File: src/hw/rtl/mts_pkg.sv
// ----------------------------------------------------------------------------
// mts_pkg
// Shared types and constants for the minimum-tracking stack.
// ----------------------------------------------------------------------------
package mts_pkg;

  // Word width of stored values and default stack depth.
  localparam int DATA_W            = 32;
  localparam int STACK_DEPTH_DEF   = 64;

  // Word reported for top and minimum when the stack is empty.
  localparam logic [DATA_W-1:0] EMPTY_WORD = '1;

  // Operation codes carried on in_tuser.
  localparam logic OP_PUSH = 1'b0;
  localparam logic OP_POP  = 1'b1;

  // Error codes reported with each result.
  localparam logic [1:0] ERR_OK    = 2'd0;
  localparam logic [1:0] ERR_FULL  = 2'd1;
  localparam logic [1:0] ERR_EMPTY = 2'd2;

  // Commands from the controller to the datapath.
  typedef struct packed {
    logic accept;   // an input word is taken this cycle
    logic fill;     // read data of a pop is loaded into the top registers
    logic load;     // the output registers capture a result
  } mts_cmd_t;

  // Status from the datapath to the controller.
  typedef struct packed {
    logic empty;
    logic full;
  } mts_status_t;

endpackage

File: src/hw/rtl/mts_ctrl.sv
// ----------------------------------------------------------------------------
// mts_ctrl
// Controller: sequences push and pop operations and owns the output valid.
// ----------------------------------------------------------------------------
module mts_ctrl
  import mts_pkg::*;
(
  input  logic        clk,
  input  logic        rst_n,
  input  logic        in_tvalid,
  input  logic        in_op,
  output logic        in_tready,
  output logic        out_tvalid,
  input  logic        out_tready,
  input  mts_status_t status,
  output mts_cmd_t    cmd
);

  typedef enum logic {
    S_IDLE,
    S_FILL
  } state_t;

  state_t state_r, state_nxt;
  logic   out_valid_r, out_valid_nxt;
  logic   ready;
  logic   take;
  logic   pop_fetch;

  // Take a word only when idle and the output slot is free or being freed.
  assign ready     = (state_r == S_IDLE) && (!out_valid_r || out_tready);
  assign take      = ready && in_tvalid;
  // A pop of a non-empty stack needs a memory read for the new top.
  assign pop_fetch = take && (in_op == OP_POP) && !status.empty;

  assign cmd.accept = take;
  assign cmd.fill   = (state_r == S_FILL);
  assign cmd.load   = (take && !pop_fetch) || (state_r == S_FILL);

  assign in_tready  = ready;
  assign out_tvalid = out_valid_r;

  // Next state and output valid.
  always_comb begin
    state_nxt = state_r;
    case (state_r)
      S_IDLE: begin
        if (pop_fetch) begin
          state_nxt = S_FILL;
        end
      end
      S_FILL: begin
        state_nxt = S_IDLE;
      end
      default: begin
        state_nxt = S_IDLE;
      end
    endcase

    if (cmd.load) begin
      out_valid_nxt = 1'b1;
    end else if (out_tready) begin
      out_valid_nxt = 1'b0;
    end else begin
      out_valid_nxt = out_valid_r;
    end
  end

  // State and registered outputs.
  always_ff @(posedge clk) begin
    if (!rst_n) begin
      state_r     <= S_IDLE;
      out_valid_r <= 1'b0;
    end else begin
      state_r     <= state_nxt;
      out_valid_r <= out_valid_nxt;
    end
  end

endmodule

File: src/hw/rtl/mts_datapath.sv
// ----------------------------------------------------------------------------
// mts_datapath
// Datapath: value and minimum memories, counts, cached tops, result registers.
// ----------------------------------------------------------------------------
module mts_datapath
  import mts_pkg::*;
#(
  parameter int STACK_DEPTH = STACK_DEPTH_DEF
) (
  input  logic              clk,
  input  logic              rst_n,
  input  mts_cmd_t          cmd,
  input  logic              in_op,
  input  logic [DATA_W-1:0] in_value,
  output mts_status_t       status,
  output logic [DATA_W-1:0] top_value,
  output logic [DATA_W-1:0] min_value,
  output logic              is_empty,
  output logic [1:0]        error
);

  localparam int AW = (STACK_DEPTH > 1) ? $clog2(STACK_DEPTH) : 1;
  localparam int CW = $clog2(STACK_DEPTH + 1);
  localparam logic [CW-1:0] FULL_COUNT = CW'(STACK_DEPTH);

  logic [DATA_W-1:0] value_mem [STACK_DEPTH];
  logic [DATA_W-1:0] min_mem   [STACK_DEPTH];

  logic [CW-1:0]     value_count_r, value_count_nxt;
  logic [CW-1:0]     min_count_r,   min_count_nxt;
  logic [DATA_W-1:0] top_r,         top_nxt;
  logic [DATA_W-1:0] min_top_r,     min_top_nxt;
  logic              min_popped_r;
  logic [DATA_W-1:0] val_rd_r;
  logic [DATA_W-1:0] min_rd_r;

  logic [DATA_W-1:0] out_top_r, out_top_nxt;
  logic [DATA_W-1:0] out_min_r, out_min_nxt;
  logic              out_empty_r, out_empty_nxt;
  logic [1:0]        out_err_r, out_err_nxt;

  logic              empty;
  logic              full;
  logic              do_push;
  logic              do_pop;
  logic              min_push;
  logic              min_pop;
  logic [CW-1:0]     val_rd_cnt;
  logic [CW-1:0]     min_rd_cnt;

  assign empty  = (value_count_r == '0);
  assign full   = (value_count_r == FULL_COUNT);
  assign status = '{empty: empty, full: full};

  assign do_push  = cmd.accept && (in_op == OP_PUSH) && !full;
  assign do_pop   = cmd.accept && (in_op == OP_POP) && !empty;
  // Equal values also go on the minimum stack so duplicates survive a pop.
  assign min_push = do_push &&
                    ((min_count_r == '0) || ($signed(in_value) <= $signed(min_top_r)));
  assign min_pop  = do_pop && (min_count_r != '0) && (top_r == min_top_r);

  // Addresses of the entries that become the new tops after a pop.
  assign val_rd_cnt = value_count_r - CW'(2);
  assign min_rd_cnt = min_count_r - CW'(2);

  // Counts and cached tops.
  always_comb begin
    value_count_nxt = value_count_r;
    min_count_nxt   = min_count_r;
    top_nxt         = top_r;
    min_top_nxt     = min_top_r;
    if (do_push) begin
      value_count_nxt = value_count_r + CW'(1);
      top_nxt         = in_value;
    end
    if (min_push) begin
      min_count_nxt = min_count_r + CW'(1);
      min_top_nxt   = in_value;
    end
    if (do_pop) begin
      value_count_nxt = value_count_r - CW'(1);
    end
    if (min_pop) begin
      min_count_nxt = min_count_r - CW'(1);
    end
    if (cmd.fill) begin
      top_nxt = val_rd_r;
      if (min_popped_r) begin
        min_top_nxt = min_rd_r;
      end
    end
  end

  // Result for the output registers.
  always_comb begin
    out_top_nxt   = out_top_r;
    out_min_nxt   = out_min_r;
    out_empty_nxt = out_empty_r;
    out_err_nxt   = out_err_r;
    if (cmd.fill) begin
      out_err_nxt = ERR_OK;
      if (value_count_r == '0) begin
        out_top_nxt   = EMPTY_WORD;
        out_min_nxt   = EMPTY_WORD;
        out_empty_nxt = 1'b1;
      end else begin
        out_top_nxt   = val_rd_r;
        out_min_nxt   = min_popped_r ? min_rd_r : min_top_r;
        out_empty_nxt = 1'b0;
      end
    end else if (in_op == OP_PUSH) begin
      out_empty_nxt = 1'b0;
      if (full) begin
        out_top_nxt = top_r;
        out_min_nxt = min_top_r;
        out_err_nxt = ERR_FULL;
      end else begin
        out_top_nxt = in_value;
        out_min_nxt = min_push ? in_value : min_top_r;
        out_err_nxt = ERR_OK;
      end
    end else begin
      // Pop on an empty stack is ignored.
      out_top_nxt   = EMPTY_WORD;
      out_min_nxt   = EMPTY_WORD;
      out_empty_nxt = 1'b1;
      out_err_nxt   = ERR_EMPTY;
    end
  end

  // Control state.
  always_ff @(posedge clk) begin
    if (!rst_n) begin
      value_count_r <= '0;
      min_count_r   <= '0;
      min_popped_r  <= 1'b0;
    end else begin
      value_count_r <= value_count_nxt;
      min_count_r   <= min_count_nxt;
      if (cmd.accept) begin
        min_popped_r <= min_pop;
      end
    end
  end

  // Cached tops and result registers.
  always_ff @(posedge clk) begin
    top_r     <= top_nxt;
    min_top_r <= min_top_nxt;
    if (cmd.load) begin
      out_top_r   <= out_top_nxt;
      out_min_r   <= out_min_nxt;
      out_empty_r <= out_empty_nxt;
      out_err_r   <= out_err_nxt;
    end
  end

  // Value memory: written on push, read below the top on pop.
  always_ff @(posedge clk) begin
    if (do_push) begin
      value_mem[value_count_r[AW-1:0]] <= in_value;
    end
    if (do_pop) begin
      val_rd_r <= value_mem[val_rd_cnt[AW-1:0]];
    end
  end

  // Minimum memory: written on a new or equal minimum, read below the top on pop.
  always_ff @(posedge clk) begin
    if (min_push) begin
      min_mem[min_count_r[AW-1:0]] <= in_value;
    end
    if (do_pop) begin
      min_rd_r <= min_mem[min_rd_cnt[AW-1:0]];
    end
  end

  assign top_value = out_top_r;
  assign min_value = out_min_r;
  assign is_empty  = out_empty_r;
  assign error     = out_err_r;

endmodule

File: src/hw/rtl/min_tracking_stack.sv
// ----------------------------------------------------------------------------
// min_tracking_stack
// Last-in first-out stack of signed words that also reports its minimum.
// ----------------------------------------------------------------------------
// Each input word is a push (in_tuser = 0, value in in_tdata) or a pop
// (in_tuser = 1) and yields exactly one output word showing the top value,
// the minimum of all held values (both all ones when empty), an empty flag
// and an error code (1 push on full, 2 pop on empty; such words change
// nothing). A push and any flagged word load the output register as they are
// taken. A pop of a non-empty stack loads it from a fill state, as the new top
// and minimum come out of the registered read port of the value and minimum
// memories. Outside the fill state a new input word is taken once the output
// register is empty, or in the cycle its result word is accepted downstream.
// The memories hold STACK_DEPTH words each and need no clearing after reset.
module min_tracking_stack
  import mts_pkg::*;
#(
  parameter int STACK_DEPTH = STACK_DEPTH_DEF
) (
  input  logic        clk,
  input  logic        rst_n,
  input  logic        in_tvalid,
  output logic        in_tready,
  input  logic [31:0] in_tdata,   // [31:0] value
  input  logic        in_tuser,   // [0] operation
  output logic        out_tvalid,
  input  logic        out_tready,
  output logic [63:0] out_tdata,  // [31:0] top_value, [63:32] min_value
  output logic [2:0]  out_tuser   // [0] is_empty, [2:1] error
);

  mts_cmd_t          cmd;
  mts_status_t       status;
  logic [DATA_W-1:0] top_value;
  logic [DATA_W-1:0] min_value;
  logic              is_empty;
  logic [1:0]        error;

  // Sequencing and handshake control.
  mts_ctrl u_ctrl (
    .clk        (clk),
    .rst_n      (rst_n),
    .in_tvalid  (in_tvalid),
    .in_op      (in_tuser),
    .in_tready  (in_tready),
    .out_tvalid (out_tvalid),
    .out_tready (out_tready),
    .status     (status),
    .cmd        (cmd)
  );

  // Stacks, counts and result registers.
  mts_datapath #(
    .STACK_DEPTH (STACK_DEPTH)
  ) u_datapath (
    .clk       (clk),
    .rst_n     (rst_n),
    .cmd       (cmd),
    .in_op     (in_tuser),
    .in_value  (in_tdata),
    .status    (status),
    .top_value (top_value),
    .min_value (min_value),
    .is_empty  (is_empty),
    .error     (error)
  );

  assign out_tdata = {min_value, top_value};
  assign out_tuser = {error, is_empty};

endmodule
File: config.mk
export PLATFORM = sky130hd
export DESIGN_NAME = min_tracking_stack
export DESIGN_NICKNAME = d
export VERILOG_FILES = /design/src/hw/rtl/mts_pkg.sv /design/src/hw/rtl/mts_ctrl.sv /design/src/hw/rtl/mts_datapath.sv /design/src/hw/rtl/min_tracking_stack.sv
export SDC_FILE = /design/constraint.sdc
export NUM_CORES = 2
export LEC_CHECK = 0
export ABC_CLOCK_PERIOD_IN_PS = 15450
export BUFFER_PORTS_ARGS = -buffer_cell sky130_fd_sc_hd__buf_4
export CORE_MARGIN = 10
export CORE_UTILIZATION = 30
export CTS_CLUSTER_DIAMETER = 50
export DETAILED_ROUTE_END_ITERATION = 8
export PLACE_DENSITY = 0.41
export SLEW_MARGIN = 20
export SYNTH_ARGS = -nofsm -noshare
export SYNTH_HDL_FRONTEND = slang
export SYNTH_SLANG_ARGS = --single-unit
File: constraint.sdc
create_clock -name clk -period 15.45 [get_ports clk]
set_input_delay 1.545 -clock clk [delete_from_list [all_inputs] [get_ports clk]]
set_output_delay 1.545 -clock clk [all_outputs]
set_load 0.005 [all_outputs]
==> run_results.csv <==
group,metric,value,unit
power_and_ir_drop,powerDensity,157.5,nW/um^2
timing,rsz0062_at_grt,"false",
setup_path,slowest_delay,0.79,ns
placed_design,io_buffers,105,
power_and_ir_drop,ir_drop,0.1371,mV
clock_network,cts_root_buffer,"clkbuf_16",
clock_network,post_cts_resize_count,0,
setup_path,crit_type,"reg2reg",
yosys,yosys-top-cells-area,"edfxtp_1, mux4_2, dfxtp_1",
floorplanning,rows,273,
status,outcome,"completed",
setup_path,r2r_slack,9.69,ns
grt,overflow,0,
timing,post-route-min-period,5.761,ns
clock_network,cts.sinks,4308,
setup_path,cp-end-kind,"flip-flop",
setup_path,reg2regPathDepth,8,
setup_path,reg2reg_from,"u_datapath.min_count_r[1]",
drt,wl_per_cell,35.46,microns
power_and_ir_drop,p_total,30.88,mW
grt,grt_max_degree,129,
yosys,synth_nets,7034,
power_and_ir_drop,clkPwrFrac,40.5,%
floorplanning,start_util,30.07,%
placed_design,preCtsSetupSlack,9.066,ns
grt,grt.total_usage,18.07,%
floorplanning,dieArea,583400,sq um
drt,drt_iter0_drc,9266,
yosys,synth_ff_type,"edfxtp_1",
timing,fin_crit_sh,37.29,%
setup_path,critPathLaunchType,"flip-flop",
run,maxCapViolations,0,
placed_design,gp_congestion,0.8292,
grt,grt_pass1_vias,81080,
yosys,synthArstFlopShare,0,%
yosys,synth_cell_type_count,53,
timing,hold_viol,0,
setup_path,cp_common_cell,"buf_4",
timing,setup_slack,9.689,ns
yosys,syn_area,166000,sq um
floorplanning,die_h,763.8,microns
final_layout,fin_area,196100,sq um
drt,drcViolationCount,0,
timing,skew,0.04070,ns
power_and_ir_drop,switchingPower,8.373,mW
clock_network,cts.clk_slew.worst_paths,0.06,ns
clock_network,htree_levels,6,
power_and_ir_drop,switching_share,27.12,%
clock_network,post_cts_buffers,0,
power_and_ir_drop,p_int,22.51,mW
grt,grt_pass1_wl,729700,microns
timing,tightest_slew,1.263,ns
clock_network,ctsHoldBuffers,0,
yosys,ys_ff_latch,4308,
clock_network,cts-buffers-inserted,541,
setup_path,slowest_stage,"buf_4",
power_and_ir_drop,combPwrFrac,16.2,%
drt,via_count,79230,
clock_network,clk_latency,1.05,ns
setup_path,crit_path_max_fanout,105,
hold_path,min_path_type,"reg2reg",
yosys,synth_edf_count,4259,
timing,slew_headroom,15.40,%
drt,drt_pre_antenna_iters,6,
final_layout,layoutNonFillerInstCount,15270,
hold_path,worstHoldEndpoint,"u_datapath.top_r[16]",
hold_path,hp-start,"u_datapath.val_rd_r[16]",
yosys,ys_warn_count,0,
final_layout,fin_nets,7613,
placed_design,dp_hpwl,310600,microns
hold_path,hold_depth,1,
drt,routed_wl,541600,microns
yosys,yosysSeqAreaShare,77.65,%
setup_path,regToRegEndpoint,"u_datapath.min_rd_r[15]",
floorplanning,fp.dieW,763.8,microns
timing,final_max_slew_viol_count,0,
yosys,synth_top_area_share,77.05,%
floorplanning,ios,106,
final_layout,drive_gt1_share,34.15,%
timing,tns,0,ns
yosys,syn-instance-count,6943,
grt,antenna_found_initial,58,
power_and_ir_drop,seq_power_share,43.3,%
yosys,syn_area_per_cell,23.91,sq um
clock_network,cts_tree,"built",
timing,setup_viol,0,
drt,avgViaCountPerCell,5.188,
yosys,synth_top_area_cell,"edfxtp_1",
setup_path,worstPathCellList,"buf_4 > buf_12 > buf_4 > buf_4 > buf_4 > mux4_2 > mux4_2 > mux4_2",
power_and_ir_drop,p_leak,59.21,nW
floorplanning,core_area,552000,sq um
final_layout,syn2layout_area_growth,18.13,%
timing,max_freq,0.1736,GHz
placed_design,placedCellCount,14260,
setup_path,critical_path_arrival,6.54,ns
clock_network,clockBufferDepth,4,
setup_path,cp_data_required_time,16.23,ns
drt,ant_nets,0,
placed_design,placed_area,178200,sq um
==> how the worst max path moves through the flow <==
stage | from | end | slack (ns) | depth (start not counted)
after floorplan | out_tready | u_datapath.min_count_r[6] | 5.01 | 13
after global placement | in_tdata[24] | u_datapath.min_mem[49][13] | 9.03 | 10
after detailed placement | in_tdata[24] | u_datapath.min_mem[2][25] | 9.07 | 12
after CTS | u_datapath.min_count_r[1] | u_datapath.min_rd_r[15] | 9.51 | 8
after global routing | u_datapath.min_count_r[0] | u_datapath.min_rd_r[1] | 9.29 | 9
final | u_datapath.min_count_r[1] | u_datapath.min_rd_r[15] | 9.69 | 8
==> layout make-up <==
| cell class | count | area (sq um) |
|---|---|---|
| fill | 50600 | 355900 |
| sequential | 4308 | 128900 |
| multi-input combinational | 2216 | 36350 |
| clock buffer | 654 | 14250 |
| tap | 7287 | 9117 |
| timing repair buffer | 405 | 3775 |
| clock inverter | 329 | 3445 |
| inverter | 50 | 187.7 |
| antenna | 24 | 60.06 |
==> flip-flops by register name, indices dropped and copies added, names as in the netlist <==
register	count
u_datapath.value_count_r	7
u_datapath.min_top_r	32
u_datapath.min_mem	2048
u_datapath.top_r	32
u_datapath.min_rd_r	32
u_datapath.val_rd_r	32
u_datapath.min_value	32
u_datapath.is_empty	1
u_datapath.value_mem	2048
u_ctrl.out_tvalid	1
u_datapath.top_value	32
u_datapath.error	2
u_datapath.min_count_r	7
u_ctrl.state_r	1
u_datapath.min_popped_r	1
==> power by group through the flow <==
| stage | clock [mW] | sequential, mW | combinational, mW |
|---|---|---|---|
| 3_5_place_dp | 0 | 13.6 | 5.13 |
| 6_report | 12.5 | 13.4 | 5.01 |
| 2_1_floorplan | 0 | 13.4 | 2.84 |
| 5_1_grt | 13.3 | 13.4 | 5.24 |
| 4_1_cts | 12.8 | 13.4 | 5.15 |
| 3_3_place_gp | 0 | 13.6 | 5.13 |
==> per-stage QoR <==
step           util, %  hold WS [ns]
2_1_floorplan        -        0.4753
3_3_place_gp     32.18        0.5381
3_5_place_dp     32.28        0.5571
4_1_cts          35.48        0.5604
5_1_grt          35.51        0.5899
6_report         35.52        0.5675
==> worst max-delay path: cells and delay by family, from the launching register on <==
family / cells / cell delay, ns
buf+inv: 5 / 3.19
flops: 1 / 0.34
mux: 3 / 1.66
==> cells by family after synthesis <==
group	share of synthesized area, %
flip-flops	77.65
multiplexers	18.46
AND/OR/NAND/NOR	1.289
buffers and inverters	1.082
AO/OA/AOI/OAI	0.8669
adder cells (fa/ha/maj)	0.4161
XOR/XNOR	0.2375
==> per-layer routing <==
layer	up-vias	share of wire [%]	GRT usage, %
met4	6	2.3	3.984
met1	44530	43	25.45
met5	-	0.0074	0
li1	31240	-	-
met2	2844	48	29.35
met3	614	6.5	3.204
==> synth_stat cells, drive strengths merged, types with 37 or more instances <==
master	count
nor2b	40
inv	50
mux2i	68
clkbuf	179
nand2	127
a21oi	116
edfxtp	4259
buf	190
xnor2	39
mux4	1312
nor2	151
mux2	37
ha	52
dfxtp	49
==> cells in the final DEF (no fill, tap or decap), types with 16 or more instances in the layout <==
master      netlist  final
ha_1             52     50
nor2_4            0     80
a21oi_1         116    115
o21ai_0          32     28
clkinv_8          0     18
nor3_2            1     17
o22ai_1          32     32
nand3_1          27     27
nand2_1         127    126
mux4_2         1312   1312
bufinv_16         0     46
nand4_1          23     23
clkinv_2          0     77
edfxtp_1       4259   4259
nor2_1          151     70
xnor2_1          39     36
diode_2           0     24
clkinvlp_4        0     42
inv_1            50     50
mux2_2           37     37
nor4_2            1     17
inv_6             0     34
nor2b_1          40     32
buf_4             9    347
a211oi_1         28     26
dfxtp_1          49     44
buf_12            0     33
clkbuf_1        179     98
clkbuf_16         0    553
a31oi_1          17     16
clkinv_1          0     80
mux2i_1          68     66
Note: power is estimated with default switching activity, not from simulation.
